File: config.mk
export PLATFORM = sky130hd
export DESIGN_NAME = i2c_bus_monitor_unit
export DESIGN_NICKNAME = d
export VERILOG_FILES = /design/src/hw/rtl/ibm_pkg.sv /design/src/hw/rtl/ibm_front.sv /design/src/hw/rtl/ibm_evq.sv /design/src/hw/rtl/ibm_back.sv /design/src/hw/rtl/i2c_bus_monitor_unit.sv
export SDC_FILE = /design/constraint.sdc
export NUM_CORES = 1
export LEC_CHECK = 0
export BUFFER_PORTS_ARGS = -buffer_cell sky130_fd_sc_hd__buf_2
export CORE_MARGIN = 5
export CORE_UTILIZATION = 25
export CTS_BUF_LIST = sky130_fd_sc_hd__clkbuf_8
export CTS_CLUSTER_SIZE = 30
export DETAILED_ROUTE_END_ITERATION = 10
export PLACE_DENSITY = 0.44
export SYNTH_ARGS = -nofsm -noshare
export SYNTH_HDL_FRONTEND = slang
export SYNTH_HIERARCHICAL = 1
export SYNTH_SLANG_ARGS = --single-unit
File: constraint.sdc
create_clock -name clk -period 8.23 [get_ports clk]
set_input_delay 1.646 -clock clk [delete_from_list [all_inputs] [get_ports clk]]
set_output_delay 1.646 -clock clk [all_outputs]
set_load 0.005 [all_outputs]
File: src/hw/rtl/ibm_pkg.sv
// ----------------------------------------------------------------------------
// ibm_pkg
// Shared types and codes for the bus monitor: line samples, the events that
// pass between the front and back, and the output records.
// ----------------------------------------------------------------------------
package ibm_pkg;

  // One sample of the two bus lines
  typedef struct packed {
    logic scl;
    logic sda;
  } sample_t;

  // Record kinds
  localparam logic [1:0] KIND_ADDR = 2'd0;
  localparam logic [1:0] KIND_DATA = 2'd1;
  localparam logic [1:0] KIND_STOP = 2'd2;

  // One monitor record
  typedef struct packed {
    logic [1:0] kind;
    logic [7:0] byte_value;
    logic       nack;
    logic [6:0] target_address;
    logic       is_read;
    logic [7:0] byte_index;
    logic       overflow;
  } record_t;

  // Bus event codes from the front
  localparam logic [1:0] EV_START = 2'd0;
  localparam logic [1:0] EV_STOP  = 2'd1;
  localparam logic [1:0] EV_RISE  = 2'd2;

  // Event handed from front to back
  typedef struct packed {
    logic [1:0] code;
    logic       sda;
  } event_t;

  // Bits per byte and the event queue depth and address width
  localparam logic [3:0] BITS_PER_BYTE = 4'd8;
  localparam int         EVQ_DEPTH     = 2;
  localparam int         EVQ_AW        = $clog2(EVQ_DEPTH);

  // Configuration register indexes
  localparam logic CFG_MAX_BYTES = 1'b0;
  localparam logic CFG_PAUSED    = 1'b1;

  // Reset value of max_bytes
  localparam logic [7:0] MAX_BYTES_RESET = 8'd32;

endpackage

File: src/hw/rtl/ibm_front.sv
// ----------------------------------------------------------------------------
// ibm_front
// Tracks the previous line levels and turns each accepted sample into at most
// one bus event (START, STOP or SCL rise) for the back end.
// ----------------------------------------------------------------------------
module ibm_front (
  input  logic             clk,
  input  logic             rst,
  input  logic             accept,
  input  ibm_pkg::sample_t sample,
  input  logic             paused,
  output logic             ev_push,
  output ibm_pkg::event_t  ev
);
  import ibm_pkg::*;

  logic prev_scl;
  logic prev_sda;
  logic scl_rise;
  logic sda_change;

  // Edge detection against the previous sample
  assign scl_rise   = !prev_scl && sample.scl;
  assign sda_change = sample.sda != prev_sda;

  // Classification: an SCL rise wins over an SDA change in the same sample
  always_comb begin
    ev_push = 1'b0;
    ev.code = EV_RISE;
    ev.sda  = sample.sda;
    priority if (scl_rise) begin
      ev_push = accept && !paused;
    end else if (sda_change && sample.scl) begin
      ev_push = accept && !paused;
      ev.code = sample.sda ? EV_STOP : EV_START;
    end else begin
      // no bus event in this sample
    end
  end

  // Line levels follow every accepted sample, paused or not
  always_ff @(posedge clk) begin
    if (rst) begin
      prev_scl <= 1'b1;
      prev_sda <= 1'b1;
    end else if (accept) begin
      prev_scl <= sample.scl;
      prev_sda <= sample.sda;
    end
  end

endmodule

File: src/hw/rtl/ibm_evq.sv
// ----------------------------------------------------------------------------
// ibm_evq
// Small event queue between the front and back so each side stalls alone.
// ----------------------------------------------------------------------------
module ibm_evq (
  input  logic            clk,
  input  logic            rst,
  input  logic            push,
  input  ibm_pkg::event_t push_ev,
  output logic            full,
  input  logic            pop,
  output logic            ev_valid,
  output ibm_pkg::event_t pop_ev
);
  import ibm_pkg::*;

  event_t            entries [EVQ_DEPTH];
  logic [EVQ_AW-1:0] wr_ptr;
  logic [EVQ_AW-1:0] rd_ptr;
  logic [EVQ_AW:0]   count;
  logic [EVQ_AW:0]   count_next;

  assign full     = count == (EVQ_AW+1)'(EVQ_DEPTH);
  assign ev_valid = count != '0;
  assign pop_ev   = entries[rd_ptr];

  // Occupancy
  always_comb begin
    count_next = count;
    if (push && !pop) begin
      count_next = count + 1'b1;
    end else if (pop && !push) begin
      count_next = count - 1'b1;
    end
  end

  // Pointers and count
  always_ff @(posedge clk) begin
    if (rst) begin
      wr_ptr <= '0;
      rd_ptr <= '0;
      count  <= '0;
    end else begin
      count <= count_next;
      if (push) begin
        wr_ptr <= (wr_ptr == EVQ_AW'(EVQ_DEPTH - 1)) ? '0 : wr_ptr + 1'b1;
      end
      if (pop) begin
        rd_ptr <= (rd_ptr == EVQ_AW'(EVQ_DEPTH - 1)) ? '0 : rd_ptr + 1'b1;
      end
    end
  end

  // Storage
  always_ff @(posedge clk) begin
    if (push) begin
      entries[wr_ptr] <= push_ev;
    end
  end

endmodule

File: src/hw/rtl/ibm_back.sv
// ----------------------------------------------------------------------------
// ibm_back
// Transaction tracker: shifts in bits, takes the ack, keeps address and
// counters, and loads finished records into the output register.
// ----------------------------------------------------------------------------
module ibm_back (
  input  logic             clk,
  input  logic             rst,
  input  logic             ev_valid,
  input  ibm_pkg::event_t  ev,
  output logic             pop,
  input  logic [7:0]       max_bytes,
  output logic             record_valid,
  input  logic             record_ready,
  output ibm_pkg::record_t record
);
  import ibm_pkg::*;

  localparam logic [1:0] PH_IDLE = 2'd0;
  localparam logic [1:0] PH_DATA = 2'd1;
  localparam logic [1:0] PH_ACK  = 2'd2;

  logic [1:0] phase,        phase_next;
  logic [3:0] bit_count,    bit_count_next;
  logic [7:0] shift_byte,   shift_byte_next;
  logic       address_seen, address_seen_next;
  logic [6:0] held_address, held_address_next;
  logic       held_read,    held_read_next;
  logic [7:0] data_count,   data_count_next;
  logic       last_nack,    last_nack_next;
  logic       dropped_flag, dropped_flag_next;
  logic       emit;
  record_t    rec;
  logic       slot_free;

  // Take an event whenever the output slot is free or being drained
  assign slot_free = !record_valid || record_ready;
  assign pop       = ev_valid && slot_free;

  // Event handling
  always_comb begin
    phase_next        = phase;
    bit_count_next    = bit_count;
    shift_byte_next   = shift_byte;
    address_seen_next = address_seen;
    held_address_next = held_address;
    held_read_next    = held_read;
    data_count_next   = data_count;
    last_nack_next    = last_nack;
    dropped_flag_next = dropped_flag;
    emit              = 1'b0;
    rec               = '0;
    rec.target_address = held_address;
    rec.is_read        = held_read;
    unique case (ev.code)
      EV_START: begin
        phase_next        = PH_DATA;
        bit_count_next    = '0;
        shift_byte_next   = '0;
        address_seen_next = 1'b0;
        held_address_next = '0;
        held_read_next    = 1'b0;
        data_count_next   = '0;
        last_nack_next    = 1'b0;
        dropped_flag_next = 1'b0;
      end
      EV_STOP: begin
        if (phase != PH_IDLE) begin
          emit           = 1'b1;
          rec.kind       = KIND_STOP;
          rec.nack       = last_nack;
          rec.byte_index = data_count;
          rec.overflow   = dropped_flag;
          phase_next     = PH_IDLE;
        end
      end
      EV_RISE: begin
        if (phase == PH_DATA) begin
          shift_byte_next = {shift_byte[6:0], ev.sda};
          bit_count_next  = bit_count + 1'b1;
          if (bit_count_next >= BITS_PER_BYTE) begin
            phase_next = PH_ACK;
          end
        end else if (phase == PH_ACK) begin
          last_nack_next = ev.sda;
          rec.byte_value = shift_byte;
          rec.nack       = ev.sda;
          if (!address_seen) begin
            // First byte of a transaction: address plus direction
            held_address_next  = shift_byte[7:1];
            held_read_next     = shift_byte[0];
            address_seen_next  = 1'b1;
            emit               = 1'b1;
            rec.kind           = KIND_ADDR;
            rec.target_address = shift_byte[7:1];
            rec.is_read        = shift_byte[0];
          end else if (data_count < max_bytes) begin
            emit            = 1'b1;
            rec.kind        = KIND_DATA;
            rec.byte_index  = data_count;
            data_count_next = data_count + 1'b1;
          end else begin
            dropped_flag_next = 1'b1;
          end
          phase_next      = PH_DATA;
          bit_count_next  = '0;
          shift_byte_next = '0;
        end
      end
      default: begin
      end
    endcase
  end

  // Transaction state
  always_ff @(posedge clk) begin
    if (rst) begin
      phase        <= PH_IDLE;
      bit_count    <= '0;
      shift_byte   <= '0;
      address_seen <= 1'b0;
      held_address <= '0;
      held_read    <= 1'b0;
      data_count   <= '0;
      last_nack    <= 1'b0;
      dropped_flag <= 1'b0;
    end else if (pop) begin
      phase        <= phase_next;
      bit_count    <= bit_count_next;
      shift_byte   <= shift_byte_next;
      address_seen <= address_seen_next;
      held_address <= held_address_next;
      held_read    <= held_read_next;
      data_count   <= data_count_next;
      last_nack    <= last_nack_next;
      dropped_flag <= dropped_flag_next;
    end
  end

  // Output register
  always_ff @(posedge clk) begin
    if (rst) begin
      record_valid <= 1'b0;
    end else if (slot_free) begin
      record_valid <= pop && emit;
    end
  end

  always_ff @(posedge clk) begin
    if (pop && emit) begin
      record <= rec;
    end
  end

endmodule

File: src/hw/rtl/i2c_bus_monitor_unit.sv
// ----------------------------------------------------------------------------
// i2c_bus_monitor_unit
// Passive two-wire bus monitor: classifies line samples into bus events and
// reports a record per address or kept byte, and a summary per closing STOP.
//
//   Channel   Handshake                       Payload
//   sample    sample_valid / sample_ready     sample (scl, sda)
//   record    record_valid / record_ready     record (byte / stop summary)
//   config    cfg_we (no wait)                cfg_index, cfg_data
//
// One sample is taken per cycle while sample_ready is high; a record reaches
// the output through the event queue, then the output register.
// The back end handles one event per cycle while its output slot is free.
// Reset is synchronous; no clearing pass.
// A stalled record output fills the two-entry event queue, then the front
// drops sample_ready.
// ----------------------------------------------------------------------------
module i2c_bus_monitor_unit (
  input  logic             clk,
  input  logic             rst,
  input  logic             sample_valid,
  output logic             sample_ready,
  input  ibm_pkg::sample_t sample,
  output logic             record_valid,
  input  logic             record_ready,
  output ibm_pkg::record_t record,
  input  logic             cfg_we,
  input  logic             cfg_index,
  input  logic [7:0]       cfg_data
);
  import ibm_pkg::*;

  logic       accept;
  logic       q_full;
  logic       ev_push;
  event_t     push_ev;
  logic       ev_valid;
  event_t     pop_ev;
  logic       ev_pop;
  logic [7:0] max_bytes;
  logic       paused;

  assign sample_ready = !q_full;
  assign accept       = sample_valid && sample_ready;

  // Configuration registers
  always_ff @(posedge clk) begin
    if (rst) begin
      max_bytes <= MAX_BYTES_RESET;
      paused    <= 1'b0;
    end else if (cfg_we) begin
      unique case (cfg_index)
        CFG_MAX_BYTES: max_bytes <= cfg_data;
        CFG_PAUSED:    paused    <= cfg_data[0];
        default: begin
        end
      endcase
    end
  end

  ibm_front u_front (
    .clk     (clk),
    .rst     (rst),
    .accept  (accept),
    .sample  (sample),
    .paused  (paused),
    .ev_push (ev_push),
    .ev      (push_ev)
  );

  ibm_evq u_evq (
    .clk      (clk),
    .rst      (rst),
    .push     (ev_push),
    .push_ev  (push_ev),
    .full     (q_full),
    .pop      (ev_pop),
    .ev_valid (ev_valid),
    .pop_ev   (pop_ev)
  );

  ibm_back u_back (
    .clk          (clk),
    .rst          (rst),
    .ev_valid     (ev_valid),
    .ev           (pop_ev),
    .pop          (ev_pop),
    .max_bytes    (max_bytes),
    .record_valid (record_valid),
    .record_ready (record_ready),
    .record       (record)
  );

  // Front only stalls while events are waiting
  a_stall_has_events: assert property (@(posedge clk) disable iff (rst)
    !sample_ready |-> ev_valid)
    else $error("sample_ready low with empty event queue");

  // Paused samples produce no events
  a_paused_quiet: assert property (@(posedge clk) disable iff (rst)
    (accept && paused) |-> !ev_push)
    else $error("event pushed while paused");

  // Only stop summaries carry the overflow flag
  a_overflow_stop_only: assert property (@(posedge clk) disable iff (rst)
    (record_valid && record.kind != KIND_STOP) |-> !record.overflow)
    else $error("overflow set on a byte record");

  // No record right after reset
  a_reset_clears: assert property (@(posedge clk)
    rst |=> !record_valid)
    else $error("record valid after reset");

endmodule

==> metrics list <==
- Total inserted antenna cells: 0
* Floorplan die width: 135 µm
- Averaged over all synthesized cells, the footprint is 10.7 µm².
- After detailed routing, the average wire length per cell comes to 13.1 µm.
- The die covers 18100 µm².
* Post-route clock period utilization: 41.1%
- Yosys mapped a number of flops with a built-in enable equal to 34.
* Count of final max-slew check failures: 0
- CTS Hold Buffers Added: 0
- Total congestion overflow: 0
- Setup-violating endpoint count in the final report: 0
- Synthesized flop and latch total: 84
- Area share of fa/ha/maj cells after synthesis: 5.48%
- Derived from the worst setup path, the maximum achievable clock frequency is 295 MHz.
- STA classifies the critical path endpoint as a flip-flop.
- Number of port buffers: 45
- Kind of start point of the critical path: primary input
- Max Root-Sink Buffers: 2
- At the pin with the least slew margin, the transition time is 1200 ps.
* Via total after detailed routing: 2706
* Vias/cell: 4.53
- In this run the remaining antenna-violating nets after routing total 0.
- DIE HEIGHT: 135 µm
* Final Hold Vio Count: 0
- The number of antenna violations at the first check in global routing was 0.
- Pin count of the biggest net entering global routing: 54
- Clk pin slew, worst setup/hold paths: 90 ps
- Effective utilization at floorplan: 25.5%
* Worst setup path category: in2reg
- In the final layout, the multi-input gates occupy 1710 µm².
- The layout has 1604 filler cells.
- Multiplexer fraction of the synthesized cell area: 3.71%
- The mapped netlist covers 3880 µm².
- TritonCTS built the clock tree.
- Clock Latency Late Sink: 360 ps
* TritonCTS buffer count: 9
* Clk_skew: 11.7 ps
* Dominant combinational cell family by area after synthesis: simple AND/OR/NAND/NOR gates
- Summing the areas of all xor and xnor instances in the mapped netlist gives 1.35% of the synthesized area.
- The area growth from synthesis to layout is 14.8%.
* Standard-cell row count: 45
- Cell type with the largest total area after synthesis: sky130_fd_sc_hd__edfxtp_1
* Highest net fanout along the worst path: 13
* Gr usage total: 9.27%
* RSZ-0062 raised after global routing: no
- Counting every sink on the clock net gives 84.
- Number of distinct library cells after synthesis: 65
- Syn nets: 395
* First-pass GRT wire length: 13500 µm
* Outcome: finished clean
* Placeable Area: 15200 µm²
* Commonest register cell after synthesis: sky130_fd_sc_hd__dfxtp_1
- In this run the worst hold path is classified as reg2reg.
* Cells taking the most area after synthesis: sky130_fd_sc_hd__edfxtp_1 26%, sky130_fd_sc_hd__dfxtp_1 26%, sky130_fd_sc_hd__ha_1 5.5%, sky130_fd_sc_hd__and2_1 3.2%, sky130_fd_sc_hd__mux2_2 3.2%
- Number of DRC markers in iteration 0: 157
- DR pass1 iterations: 4
- Cell Pwr Density: 203 nW/µm²
- Post-detailed-routing wire length: 7840 µm
- Share of Yosys cell area claimed by the top area cell type: 26.3%
- In the routed design, unresolved DRC markers number 0.
* Post-synth ARST share: 0%
* Half-perimeter wire length of the detailed placement result: 5620 µm
- Max-cap violations in this run came to 0.
* Final weighted congestion in routability-driven placement: 0.737
- During synthesis, Yosys emitted a total of 6 warnings.
- Measured against its own limit, the worst slew margin works out to 19.4%.
- After layout, the minimum clock period comes to 3390 ps.
- The synthesized netlist devotes 20.0% of its cell area to simple gates.
- Post-cts gate resize count: 0
- Clock tree root buffer cell: sky130_fd_sc_hd__clkbuf_8
- Adding up every negative setup slack in the final design gives 0 ps.
- Share of cells above drive strength 1: 22.0%
* I/O pins: 46
- STA puts the critical path data arrival time at 3680 ps.
- The H-tree was split into 3 levels.
- Required time worst endpoint: 8520 ps
- Area taken by flip-flops and latches: 2020 µm²
- Sequential cells were found to cover 52.1% of the synthesized design area.
* IR Drop Worst-Case VDD: 0.0000626 V
- Post-CTS timing repair inserted 0 buffers for setup.
* Layout net count: 438
* Leakage: 0.00172 µW
* Via count of the first global-routing pass: 2686
- Fraction of the mapped netlist area in compound gates: 13.4%
- Placed instance area: 4280 µm²
- Synthesized netlist cell count: 362
- Once layout is done, the placed cells without fillers occupy 4450 µm².
## synthesized netlist by cell type, types with 2 or more instances
library cell / count
sky130_fd_sc_hd__dfxtp_1: 50
sky130_fd_sc_hd__edfxtp_1: 34
sky130_fd_sc_hd__a21oi_1: 23
sky130_fd_sc_hd__nor2_1: 22
sky130_fd_sc_hd__nand2_1: 21
sky130_fd_sc_hd__and2_1: 20
sky130_fd_sc_hd__inv_1: 19
sky130_fd_sc_hd__ha_1: 17
sky130_fd_sc_hd__nand3_1: 16
sky130_fd_sc_hd__nand2b_1: 12
sky130_fd_sc_hd__mux2_2: 11
sky130_fd_sc_hd__o21ai_0: 10
sky130_fd_sc_hd__a22oi_1: 8
sky130_fd_sc_hd__clkbuf_1: 8
sky130_fd_sc_hd__nand4bb_1: 7
sky130_fd_sc_hd__o21ai_1: 7
sky130_fd_sc_hd__nor2b_1: 5
sky130_fd_sc_hd__buf_2: 4
sky130_fd_sc_hd__xnor2_1: 4
sky130_fd_sc_hd__nor3_1: 3
sky130_fd_sc_hd__o211ai_1: 3
sky130_fd_sc_hd__o311ai_0: 3
sky130_fd_sc_hd__o41ai_1: 3
sky130_fd_sc_hd__and2b_1: 2
sky130_fd_sc_hd__and3_1: 2
sky130_fd_sc_hd__buf_4: 2
sky130_fd_sc_hd__mux2i_1: 2
sky130_fd_sc_hd__nand3b_1: 2
sky130_fd_sc_hd__nand4_1: 2
sky130_fd_sc_hd__o31ai_1: 2
sky130_fd_sc_hd__or3_1: 2
sky130_fd_sc_hd__or4_1: 2
sky130_fd_sc_hd__xor2_1: 2
## placed cells by master (no fill, tap or decap), types with 2 or more instances in the layout
master                       count
sky130_fd_sc_hd__dfxtp_1        50
sky130_fd_sc_hd__buf_2          45
sky130_fd_sc_hd__edfxtp_1       34
sky130_fd_sc_hd__a21oi_1        23
sky130_fd_sc_hd__nor2_1         22
sky130_fd_sc_hd__nand2_1        21
sky130_fd_sc_hd__inv_1          20
sky130_fd_sc_hd__and2_1         20
sky130_fd_sc_hd__ha_1           17
sky130_fd_sc_hd__nand3_1        16
sky130_fd_sc_hd__nand2b_1       12
sky130_fd_sc_hd__mux2_2         11
sky130_fd_sc_hd__o21ai_0        10
sky130_fd_sc_hd__clkbuf_8        9
sky130_fd_sc_hd__a22oi_1         8
sky130_fd_sc_hd__nand4bb_1       7
sky130_fd_sc_hd__o21ai_1         7
sky130_fd_sc_hd__nor2b_1         5
sky130_fd_sc_hd__xnor2_1         4
sky130_fd_sc_hd__buf_4           3
sky130_fd_sc_hd__nor3_1          3
sky130_fd_sc_hd__o311ai_0        3
sky130_fd_sc_hd__o41ai_1         3
sky130_fd_sc_hd__o211ai_1        3
sky130_fd_sc_hd__mux2i_1         2
sky130_fd_sc_hd__clkinvlp_4      2
sky130_fd_sc_hd__clkinv_2        2
sky130_fd_sc_hd__clkinv_4        2
sky130_fd_sc_hd__nand4_1         2
sky130_fd_sc_hd__and3_1          2
sky130_fd_sc_hd__and2b_1         2
sky130_fd_sc_hd__o31ai_1         2
sky130_fd_sc_hd__or4_1           2
sky130_fd_sc_hd__or3_1           2
sky130_fd_sc_hd__xor2_1          2
sky130_fd_sc_hd__nand3b_1        2
## flip-flops by register name, summed over array words and instances, names as in the netlist, 4 cells and up, named ones only
signal and count:
u_back/record 28, u_evq/entries 6, max_bytes 8, u_back/held_address 7, u_back/bit_count 4, u_back/data_count 8, u_back/shift_byte 8
## routing by layer
layer	vias up	GRT usage, %	part of all wire, %
li1	1388	-	-
met1	1256	12.9	51
met2	48	13.1	42
met3	14	2.68	5.2
met4	0	4.58	2.3
met5	-	0	0
## worst paths after layout
check             depth (start not counted)  slack, ps                             start                                end
setup / recovery                          6       4840                      record_ready  u_back/data_count[0]$_SDFFE_PP0P_
hold / removal                            2        460  u_back/dropped_flag$_SDFFE_PP0P_   u_back/dropped_flag$_SDFFE_PP0P_
setup reg to reg                          7       5070                         flip-flop  u_back/data_count[0]$_SDFFE_PP0P_
hold reg to reg                           2        460  u_back/dropped_flag$_SDFFE_PP0P_   u_back/dropped_flag$_SDFFE_PP0P_
## final cells by class
class	instances	share of cell area, %
Inverter	19	1.60
Clock inverter	7	1.04
Tap cell	188	5.28
Timing Repair Buffer	48	5.56
Sequential cell	84	45.4
Clock buffer	9	2.78
Multi-Input combinational cell	243	38.3
## critical path: stages
cell and delay, ps:
sky130_fd_sc_hd__buf_2 90, sky130_fd_sc_hd__nand2b_2 160, sky130_fd_sc_hd__and2_0 460, sky130_fd_sc_hd__o21ai_0 560, sky130_fd_sc_hd__or4b_1 630, sky130_fd_sc_hd__a21oi_1 130
## power by group
part	switching, µW	leakage [µW]	internal [µW]	total (µW)
clock network	147	0.0000864	108	255
registers	12.9	0.000775	449	462
logic	118	0.000859	69.4	187
## per-stage QoR
stage | setup slack, ps | util, % | cells | total power (µW) | hold WS (ps)
global placement | 4570 | 28.2 | 582 | 656 | 443
detailed placement | 4460 | 28.2 | 582 | 661 | 440
floorplan | 4890 | - | 362 | 617 | 417
finish | 4840 | 29.3 | 598 | 905 | 463
global route | 4630 | 29.3 | 598 | 964 | 489
CTS | 4850 | 29.3 | 598 | 924 | 461
## cell families after synthesis
kind of cell,after synthesis
compound gates,75
mux,13
flops,84
fa+ha+maj,17
xor+xnor,6
simple gates,132
buf+inv,35
(Power assumes the default switching activity.)
